==> config.mk <==
export PLATFORM = sky130hd
export DESIGN_NAME = agdrc_fifo
export DESIGN_NICKNAME = d
export VERILOG_FILES = /design/src/sv/agdrc_pkg.sv /design/src/sv/agdrc_fifo.sv
export SDC_FILE = /design/constraint.sdc
export NUM_CORES = 1
export LEC_CHECK = 0
export BUFFER_PORTS_ARGS = -buffer_cell sky130_fd_sc_hd__buf_4
export CAP_MARGIN = 20
export CORE_MARGIN = 3
export CORE_UTILIZATION = 45
export DETAILED_ROUTE_END_ITERATION = 7
export GPL_ROUTABILITY_DRIVEN = 0
export PLACE_DENSITY = 0.65
export SLEW_MARGIN = 10
export SYNTH_ARGS = -nofsm -noshare
export SYNTH_HDL_FRONTEND = slang
export SYNTH_SLANG_ARGS = --single-unit
==> constraint.sdc <==
create_clock -name clk -period 10.35 [get_ports clk]
set_input_delay 0.5175 -clock clk [delete_from_list [all_inputs] [get_ports clk]]
set_output_delay 0.5175 -clock clk [all_outputs]
set_load 0.02 [all_outputs]
==> src/sv/agdrc_pkg.sv <==
// Shared types, constants and tables for the gain, downmix, resample and chunk block.
package agdrc_pkg;

    localparam int MAX_CHANNELS      = 8;
    localparam int MAX_PACKET_FRAMES = 4096;
    localparam int SAMPLE_BITS       = 24;
    localparam int CH_W              = 3;
    localparam int FIP_W             = 13;
    localparam int POS_W             = 29;
    localparam int SUM_W             = 27;
    localparam int RECIP_W           = 31;
    localparam int RECIP_SH          = 30;
    localparam int QUEUE_DEPTH       = 4;

    // Configuration register indexes.
    localparam logic [2:0] REG_CHANNEL_COUNT   = 3'd0;
    localparam logic [2:0] REG_GAIN            = 3'd1;
    localparam logic [2:0] REG_MONO_ENABLE     = 3'd2;
    localparam logic [2:0] REG_RESAMPLE_ENABLE = 3'd3;
    localparam logic [2:0] REG_SOURCE_STEP     = 3'd4;
    localparam logic [2:0] REG_CHUNK_FRAMES    = 3'd5;

    localparam logic [19:0] STEP_MIN = 20'd16384;
    localparam logic [19:0] STEP_MAX = 20'd524288;

    // Configuration with out-of-range values already clamped.
    typedef struct packed {
        logic [3:0]  cc;
        logic [15:0] gain;
        logic        mono;
        logic        resample;
        logic [19:0] step;
        logic [15:0] chunk_len;
        logic [3:0]  nout;
    } cfg_t;

    // One classified sample handed from the front to the back.
    typedef struct packed {
        logic [SAMPLE_BITS-1:0] smp;
        logic [CH_W-1:0]        slot;
        logic                   fdone;
        logic                   close;
        logic [FIP_W-1:0]       fipn;
    } q_entry_t;

    // floor(2^30 / n) for the channel counts, used to divide the mono sum.
    function automatic logic [RECIP_W-1:0] recip(input logic [3:0] n);
        logic [RECIP_W-1:0] r;
        unique case (n)
            4'd2:    r = 31'd536870912;
            4'd3:    r = 31'd357913941;
            4'd4:    r = 31'd268435456;
            4'd5:    r = 31'd214748364;
            4'd6:    r = 31'd178956970;
            4'd7:    r = 31'd153391689;
            4'd8:    r = 31'd134217728;
            default: r = 31'd1073741824;
        endcase
        return r;
    endfunction

endpackage

==> src/sv/agdrc_fifo.sv <==
// Short queue of classified samples between the front and the back.
module agdrc_fifo
    import agdrc_pkg::*;
(
    input  logic     clk,
    input  logic     rst_n,
    input  logic     push,
    input  q_entry_t push_data,
    input  logic     pop,
    output q_entry_t pop_data,
    output logic     full,
    output logic     empty
);

    localparam int PTR_W = $clog2(QUEUE_DEPTH);

    q_entry_t           mem_reg [QUEUE_DEPTH];
    logic [PTR_W-1:0]   wptr_reg, wptr_next;
    logic [PTR_W-1:0]   rptr_reg, rptr_next;
    logic [PTR_W:0]     count_reg, count_next;

    assign full     = (count_reg == (PTR_W+1)'(QUEUE_DEPTH));
    assign empty    = (count_reg == '0);
    assign pop_data = mem_reg[rptr_reg];

    // Pointer and fill-count update.
    always_comb
    begin
        wptr_next  = wptr_reg + PTR_W'(push);
        rptr_next  = rptr_reg + PTR_W'(pop);
        count_next = count_reg + (PTR_W+1)'(push) - (PTR_W+1)'(pop);
    end

    always_ff @(posedge clk or negedge rst_n)
    begin
        if (!rst_n)
        begin
            wptr_reg  <= '0;
            rptr_reg  <= '0;
            count_reg <= '0;
        end
        else
        begin
            wptr_reg  <= wptr_next;
            rptr_reg  <= rptr_next;
            count_reg <= count_next;
        end
    end

    // Storage needs no reset.
    always_ff @(posedge clk)
    begin
        if (push)
        begin
            mem_reg[wptr_reg] <= push_data;
        end
    end

endmodule

==> results_dict.tcl <==
set metrics [dict create \
    hpwlAfterDp_um 6320 \
    crit_path_end_kind "output pin" \
    clk_latency_ns 0.42 \
    crit_fanout 43 \
    via_per_inst 5.15 \
    min_period_ns 2.76 \
    synthesis.nets 296 \
    row_count 43 \
    slew_headroom 0.273 \
    clk_pin_slew_ns 0.06 \
    dr.pass1.iters 4 \
    syn2layout_area_growth_pct 21.6 \
    multiInputGateArea_um2 1120 \
    dieArea_um2 15800 \
    maxCapViolCount 0 \
    yosysSeqAreaShare 0.808 \
    outcome "finished clean" \
    largest_reg_flops 168 \
    ys.warnings.count 0 \
    cp_data_arrival_time_ns 2.25 \
    ys_ff_latch 175 \
    grt_pass1_vias 3037 \
    rsz0062_at_grt "false" \
    hold_viol_final 0 \
    ctsHtreeMaxLevel 4 \
    drtIter0Drc 227 \
    cts_buffers 17 \
    hp-class "primary input to register" \
    nFillCells 1038 \
    cts-root-buf "clkbuf_16" \
    die_height_um 126 \
    clock_sinks 175 \
    pre_cts_ws_ns 7.96 \
    ir_drop_uv 144 \
    grt_usage 0.147 \
    io-pin-count 90 \
    fp.dieW_um 126 \
    avgSynthCellArea_um2 26.4 \
    remaining_drc_errors 0 \
    worst_slew_pin_slew_ns 1.09 \
    layout-drive-gt1-share 0.459 \
    core_um2 13900 \
    start_util 0.463 \
    synthesis.area_um2 6460 \
    synthCells 245 \
    clockBufferDepth 2 \
    grt_max_degree 44 \
    place_area_um2 7290 \
    diodes 0 \
    worstPathRequired_ns 9.83 \
    io_buffers 89 \
    start_kind "register" \
    path_class "register to output pin" \
    grt_pass1_wl_um 17100 \
    setup_slack_ns 7.59 \
    p_leak_nw 2.72 \
    final_area_um2 7850 \
    clock.fmax_mhz 362 \
    skew_ns 0.00391 \
    antenna_found_initial 0 \
    wl_um 10800 \
    cts_tree "built" \
    fin_setup_tns_ns 0 \
    synthDistinctLibCells 17 \
    ff_latch_area_um2 5230 \
    finalCritPeriodShare 0.267 \
    wire_per_inst_um 19.9 \
    finalSetupViolCount 0 \
    overflow 0 \
    powerDensity_nw_per_um2 295 \
    power_mw 2.32 \
    num_vias 2794 \
    slew_violations 0 \
    postRouteAntennaNets 0 \
    nets 400 \
]
## where the power goes
part	switching (mW)	internal (mW)	total, mW
clock	0.248	0.352	0.600
combinational	0.325	0.345	0.670
sequential	0.117	0.932	1.05
total	0.690	1.63	2.32
## cells in the final DEF (no fill, tap or decap)
cell | synthesis | final
mux4_1 | 2 | 2
nor3b_2 | 0 | 1
ha_1 | 4 | 4
and3_2 | 0 | 1
dlygate4sd3_1 | 0 | 1
clkinv_2 | 0 | 2
nor3b_1 | 2 | 1
nor3_1 | 1 | 1
dfrtp_4 | 0 | 1
clkinv_4 | 0 | 1
clkinv_1 | 0 | 3
mux4_2 | 40 | 40
xor2_1 | 2 | 2
and3b_2 | 0 | 2
bufinv_16 | 0 | 2
xnor3_1 | 1 | 1
clkinvlp_4 | 0 | 4
dfrtp_2 | 0 | 1
clkbuf_16 | 0 | 17
buf_4 | 0 | 94
clkbuf_1 | 1 | 3
inv_1 | 4 | 4
dfrtp_1 | 7 | 5
fa_1 | 1 | 1
edfxtp_1 | 168 | 168
## cells by family after synthesis
kind of cell | Yosys count | synth area share
buf+inv | 14 | 0.0202
xor+xnor | 3 | 0.00620
flops | 175 | 0.808
simple gates | 6 | 0.00678
mux | 42 | 0.148
fa+ha+maj | 5 | 0.0109
## critical path, stage by stage (launching register included)
cell,delay [ns]
dfrtp_4,0.99
mux4_1,0.64
buf_4,0.17
## final timing paths
kind,slack [ns],start,cells past startpoint,end
worst max-delay path,7.59,rptr_reg[0]$_DFF_PN0_,2,pop_data[39]
worst max register to register,8.53,wptr_reg[0]$_DFF_PN0_,2,mem_reg[2][37]$_DFFE_PP_
worst min register to register,0.53,wptr_reg[1]$_DFF_PN0_,1,wptr_reg[1]$_DFF_PN0_
max in group asynchronous,9.77,rst_n,2,rptr_reg[0]$_DFF_PN0_
worst min-delay path,0.29,push_data[29],1,mem_reg[2][29]$_DFFE_PP_
min in group asynchronous,0.44,rst_n,2,count_reg[2]$_DFF_PN0_
## synth_stat cells
master / n / area [µm²]
buf_12: 4 / 80.1
xor2_1: 2 / 17.5
buf_6: 1 / 11.3
dfrtp_1: 7 / 175
ha_1: 4 / 50.1
xnor3_1: 1 / 22.5
edfxtp_1: 168 / 5040
mux4_2: 40 / 901
buf_2: 4 / 20.0
mux4_1: 2 / 52.6
clkbuf_1: 1 / 3.75
and3_1: 1 / 6.26
nor3_1: 1 / 5.00
fa_1: 1 / 20.0
and3b_1: 2 / 17.5
nor3b_1: 2 / 15.0
inv_1: 4 / 15.0
## timing repair
action                                 in CTS  in global routing
setup buffers                               0                  0
hold buffers                                1                  0
endpoints found under the hold margin       7                  0
resized for setup                           0                  0
## layout make-up
cell class | count | share of cell area
multi-input cells | 56 | 0.142
clock buffers | 20 | 0.0556
well taps | 180 | 0.0287
inverters | 4 | 0.00191
flip-flops and latches | 175 | 0.665
clock inverters | 12 | 0.0153
repair buffers | 95 | 0.0911
## per-stage QoR
step                instances  hold WS [ns]  utilization
floorplan                 245         0.222            -
global placement          509         0.334        0.523
detailed placement        509         0.338        0.523
CTS                       542         0.269        0.564
global route              542         0.273        0.564
finish                    542         0.294        0.564
## per-layer routing
layer / up-vias / global-route usage / routed length (µm)
met5: - / 0 / 0
met4: 0 / 0.0662 / 244
met3: 18 / 0.0475 / 520
met2: 64 / 0.227 / 5390
met1: 1459 / 0.194 / 4610
li1: 1253 / - / -
Power figures use the tool's default switching activity.
