===== src/sv/agdrc_pkg.sv =====
// Shared types, constants and tables for the gain, downmix, resample and chunk block.
package agdrc_pkg;

    localparam int MAX_CHANNELS      = 8;
    localparam int MAX_PACKET_FRAMES = 4096;
    localparam int SAMPLE_BITS       = 24;
    localparam int CH_W              = 3;
    localparam int FIP_W             = 13;
    localparam int POS_W             = 29;
    localparam int SUM_W             = 27;
    localparam int RECIP_W           = 31;
    localparam int RECIP_SH          = 30;
    localparam int QUEUE_DEPTH       = 4;

    // Configuration register indexes.
    localparam logic [2:0] REG_CHANNEL_COUNT   = 3'd0;
    localparam logic [2:0] REG_GAIN            = 3'd1;
    localparam logic [2:0] REG_MONO_ENABLE     = 3'd2;
    localparam logic [2:0] REG_RESAMPLE_ENABLE = 3'd3;
    localparam logic [2:0] REG_SOURCE_STEP     = 3'd4;
    localparam logic [2:0] REG_CHUNK_FRAMES    = 3'd5;

    localparam logic [19:0] STEP_MIN = 20'd16384;
    localparam logic [19:0] STEP_MAX = 20'd524288;

    // Configuration with out-of-range values already clamped.
    typedef struct packed {
        logic [3:0]  cc;
        logic [15:0] gain;
        logic        mono;
        logic        resample;
        logic [19:0] step;
        logic [15:0] chunk_len;
        logic [3:0]  nout;
    } cfg_t;

    // One classified sample handed from the front to the back.
    typedef struct packed {
        logic [SAMPLE_BITS-1:0] smp;
        logic [CH_W-1:0]        slot;
        logic                   fdone;
        logic                   close;
        logic [FIP_W-1:0]       fipn;
    } q_entry_t;

    // floor(2^30 / n) for the channel counts, used to divide the mono sum.
    function automatic logic [RECIP_W-1:0] recip(input logic [3:0] n);
        logic [RECIP_W-1:0] r;
        unique case (n)
            4'd2:    r = 31'd536870912;
            4'd3:    r = 31'd357913941;
            4'd4:    r = 31'd268435456;
            4'd5:    r = 31'd214748364;
            4'd6:    r = 31'd178956970;
            4'd7:    r = 31'd153391689;
            4'd8:    r = 31'd134217728;
            default: r = 31'd1073741824;
        endcase
        return r;
    endfunction

endpackage


===== src/sv/agdrc_front.sv =====
// Front end: accepts samples, applies gain and classifies frame and packet boundaries.
module agdrc_front
    import agdrc_pkg::*;
(
    input  logic                   clk,
    input  logic                   rst_n,
    input  cfg_t                   cfg,
    input  logic                   in_valid,
    input  logic [SAMPLE_BITS-1:0] in_sample,
    input  logic                   in_last,
    output logic                   in_ready,
    input  logic                   q_full,
    output logic                   q_push,
    output q_entry_t               q_data
);

    logic [CH_W-1:0]  cp_reg, cp_next;
    logic [FIP_W-1:0] fip_reg, fip_next;

    logic signed [40:0] prod;
    logic signed [40:0] rnd;
    logic signed [32:0] shifted;
    logic [SAMPLE_BITS-1:0] gained;
    logic             fdone;
    logic             force_end;
    logic             close;
    logic [FIP_W-1:0] fipn;

    assign in_ready = !q_full;
    assign q_push   = in_valid && !q_full;

    // Gain with rounding and saturation.
    always_comb
    begin
        prod    = $signed(in_sample) * $signed({1'b0, cfg.gain});
        rnd     = prod + 41'sd128;
        shifted = 33'(rnd >>> 8);
        if (shifted > 33'sd8388607)
        begin
            gained = 24'h7FFFFF;
        end
        else if (shifted < -33'sd8388608)
        begin
            gained = 24'h800000;
        end
        else
        begin
            gained = shifted[23:0];
        end
    end

    // Frame and packet classification.
    always_comb
    begin
        fdone     = (({1'b0, cp_reg} + 4'd1) >= cfg.cc);
        fipn      = fdone ? fip_reg + 13'd1 : fip_reg;
        force_end = fdone && (fipn >= 13'(MAX_PACKET_FRAMES));
        close     = in_last || force_end;
        cp_next   = cp_reg;
        fip_next  = fip_reg;
        if (q_push)
        begin
            cp_next  = fdone ? '0 : cp_reg + 3'd1;
            fip_next = fipn;
            if (close)
            begin
                cp_next  = '0;
                fip_next = '0;
            end
        end
        q_data.smp   = gained;
        q_data.slot  = cp_reg;
        q_data.fdone = fdone;
        q_data.close = close;
        q_data.fipn  = fipn;
    end

    always_ff @(posedge clk or negedge rst_n)
    begin
        if (!rst_n)
        begin
            cp_reg  <= '0;
            fip_reg <= '0;
        end
        else
        begin
            cp_reg  <= cp_next;
            fip_reg <= fip_next;
        end
    end

endmodule


===== config.mk =====
export PLATFORM = sky130hd
export DESIGN_NAME = agdrc_front
export DESIGN_NICKNAME = d
export VERILOG_FILES = /design/src/sv/agdrc_pkg.sv /design/src/sv/agdrc_front.sv
export SDC_FILE = /design/constraint.sdc
export NUM_CORES = 1
export LEC_CHECK = 0
export BUFFER_PORTS_ARGS = -buffer_cell sky130_fd_sc_hd__buf_2
export CAP_MARGIN = 10
export CELL_PAD_IN_SITES_DETAIL_PLACEMENT = 2
export CELL_PAD_IN_SITES_GLOBAL_PLACEMENT = 2
export CORE_MARGIN = 1
export CORE_UTILIZATION = 42
export CTS_CLUSTER_SIZE = 12
export DETAILED_ROUTE_END_ITERATION = 6
export PLACE_DENSITY = 0.94
export SYNTH_ARGS = -nofsm -noshare
export SYNTH_HDL_FRONTEND = slang
export SYNTH_SLANG_ARGS = --single-unit

===== constraint.sdc =====
create_clock -name clk -period 22.1 [get_ports clk]
set_input_delay 4.42 -clock clk [delete_from_list [all_inputs] [get_ports clk]]
set_output_delay 4.42 -clock clk [all_outputs]
set_load 0.05 [all_outputs]

==> out/qor.yml <==
layout:
  fin_nets: 2496
  drive_gt1_share_pct: 5.99
  syn2layout_area_growth_pct: 5.28
  fillCellCount: 4187
  largest_register_ffs: 13
  num_antenna_cells: 0
worst_setup_path:
  startpoint_type: "input port"
  r2r_cells: 12
  cp_max_fo: 24
  critPathKind: "in2out"
  worstPathArrival_ns: 13.18
  worstPathRequired_ns: 17.68
  end_kind: "output pin"
synth:
  synth_edf_count: 0
  async_flop_share_pct: 100
  syn_inst: 1887
  yosys_warnings: 0
  ys_ff_latch: 16
  syn_area_um2: 16200
  syn_nets: 2479
  synth-main-ff-cell: "dfrtp_1"
  avgSynthCellArea_um2: 8.59
  ys_seq_area_share_pct: 2.47
  synth_cell_types: 61
die:
  dieArea_um2: 39400
  die_h_um: 198
  std_cell_rows: 71
  core_area_um2: 37800
  die_x_um: 198
  start_util_pct: 42.8
  boundaryPins: 135
cts:
  numCtsBuffers: 3
  htreeDepth: 1
  cts_resized: 0
  clock_sinks: 16
  cts_tree: "yes"
  postCtsSetupRepairBufs: 0
  clockBufferDepth: 2
  root_buffer: "clkbuf_16"
  clk_pin_slew_ns: 0.05
  clk_latency_ns: 0.26
  hold_buffers: 0
timing:
  tightest_slew_ns: 1.05
  grt_setup_unrepaired: "no"
  whs_ns: 0.577
  setup_violations: 0
  skew_ns: 0.00174
  setup-tns-final_ns: 0
  maxSlewHeadroom_pct: 30.0
  fmax_mhz: 56.8
  period_share_pct: 79.6
  slew_violations: 0
  hold_violations: 0
  setup_ws_ns: 4.50
  min_period_ns: 17.60
global_route:
  grt_pass1_wl_um: 107000
  overflow: 0
  antenna_found_initial: 0
  grtUsageTotal_pct: 37.8
  grt_max_degree: 25
  grt_pass1_vias: 17700
route:
  drt_first_pass_iters: 5
  drc: 0
  drt_iter0_markers: 690
  ant_nets: 0
  via_per_inst: 5.74
  wire_per_inst_um: 29.4
  num_vias: 13900
  finalWirelength_um: 70900
placed_design:
  gp_congestion: 0.870
  numPortBuffers: 92
  place_hpwl_um: 57400
  place_ws_ns: 4.68
run_status:
  status: "completed"
min_path:
  hold_depth: 1
  hold_path_class: "reg2reg"
flow_run:
  cap_violations: 0
-- worst max-delay path, cell delays in order --
cell and delay [ns]:
buf_2 0.50, nand2_1 0.27, fa_1 0.89, fa_1 0.53
inv_1 0.45, fa_1 0.57, fa_1 0.54, fa_1 0.51
inv_1 0.08, fa_1 0.56, inv_1 0.06, ha_1 0.54
nand2_1 0.16, nor3_1 0.31, o311ai_0 0.23, a31oi_1 0.49
o211a_1 0.27, a21oi_1 0.06, or4b_4 0.55, o21ai_2 0.70
a21oi_1 0.18, buf_2 0.27
-- kinds of logic after synthesis --
family	count (synthesis)	synth area share, %
compound gates	176	7.10
xor+xnor	51	2.76
fa+ha+maj	501	56.1
buf+inv	604	14.2
flops	16	2.47
mux	5	0.317
simple gates	534	17.1
-- cells in the mapped netlist, types with 3 or more instances --
master       n  area (um^2)
and3_1      11         68.8
a211oi_1     4         30.0
a2111oi_0    3         26.3
buf_2       13         65.1
a21o_1      14          105
nor4_1       4         25.0
and4_1       3         26.3
nor3_1      10         50.1
o21ai_1     19         95.1
nand4_1     14         87.6
mux2i_1      4         40.0
a31oi_1     11         68.8
fa_1       376         7530
o211ai_1     4         30.0
nand2b_1     8         50.1
nor2_1      24         90.1
buf_4        4         30.0
clkbuf_1    62          233
o21bai_1     9         67.6
and2_1     236         1480
xor2_1      21          184
nand2_1    203          762
o21ai_0     31          155
ha_1       125         1560
inv_1      524         1970
xnor2_1     30          263
dfrtp_1     16          400
nand3_1     12         60.1
a21oi_1     46          230
-- final timing paths --
path                                           end               startpoint  slack [ns]
max reg2reg                 fip_reg[7]$_DFFE_PN0P_    cp_reg[0]$_DFFE_PN0P_       17.67
min                        fip_reg[10]$_DFFE_PN0P_  fip_reg[10]$_DFFE_PN0P_        0.58
min in group asynchronous   fip_reg[1]$_DFFE_PN0P_                    rst_n        4.09
max in group asynchronous   fip_reg[4]$_DFFE_PN0P_                    rst_n       17.73
min reg2reg                fip_reg[10]$_DFFE_PN0P_  fip_reg[10]$_DFFE_PN0P_        0.58
max                                     q_data[25]                  cfg[44]        4.50
-- cell usage in the layout, fill, tap and decap left out, drive strengths merged, types with 3 or more instances in the layout --
cell / synthesis / layout
a2111oi: 5 / 5
a211oi: 5 / 5
a21o: 14 / 14
a21oi: 48 / 48
a31oi: 11 / 11
and2: 236 / 236
and3: 11 / 11
and4: 3 / 3
buf: 17 / 92
clkbuf: 63 / 4
dfrtp: 16 / 16
fa: 376 / 376
ha: 125 / 125
inv: 524 / 524
mux2i: 4 / 4
nand2: 203 / 203
nand2b: 8 / 8
nand3: 12 / 12
nand4: 14 / 14
nor2: 24 / 24
nor3: 10 / 10
nor4: 4 / 4
o211ai: 5 / 5
o21ai: 52 / 52
o21bai: 9 / 9
xnor2: 30 / 30
xor2: 21 / 21
-- routing by layer --
| metal | routed length [um] | vias to the layer above | track usage [%] | share of wire [%] |
|---|---|---|---|---|
| li1 | - | 5575 | - | - |
| met1 | 22000 | 7131 | 35.1 | 31 |
| met2 | 37800 | 715 | 69.6 | 53 |
| met3 | 3090 | 439 | 5.54 | 4.4 |
| met4 | 8070 | 0 | 37.6 | 11 |
| met5 | 0 | - | 0 | 0 |
-- through the flow --
stage	cells	utilization [%]	area [um^2]
6_report	2414	45.1	17100
5_1_grt	2414	45.1	17100
4_1_cts	2414	45.1	17100
3_5_place_dp	2410	44.8	17000
3_3_place_gp	2410	44.8	17000
2_1_floorplan	1887	-	16200
-- cell type report --
cell class / instances / area [um^2] / area share [%]
timing repair buffer: 92 / 460 / 2.70
inverter: 524 / 1970 / 11.5
sequential: 16 / 400 / 2.35
clock buffer: 4 / 88.8 / 0.521
multi-input combinational: 1267 / 13500 / 79.2
tap: 511 / 639 / 3.75
Power is not shown: default switching activity piles up to over one toggle a cycle in this logic, so the estimate is an artifact.
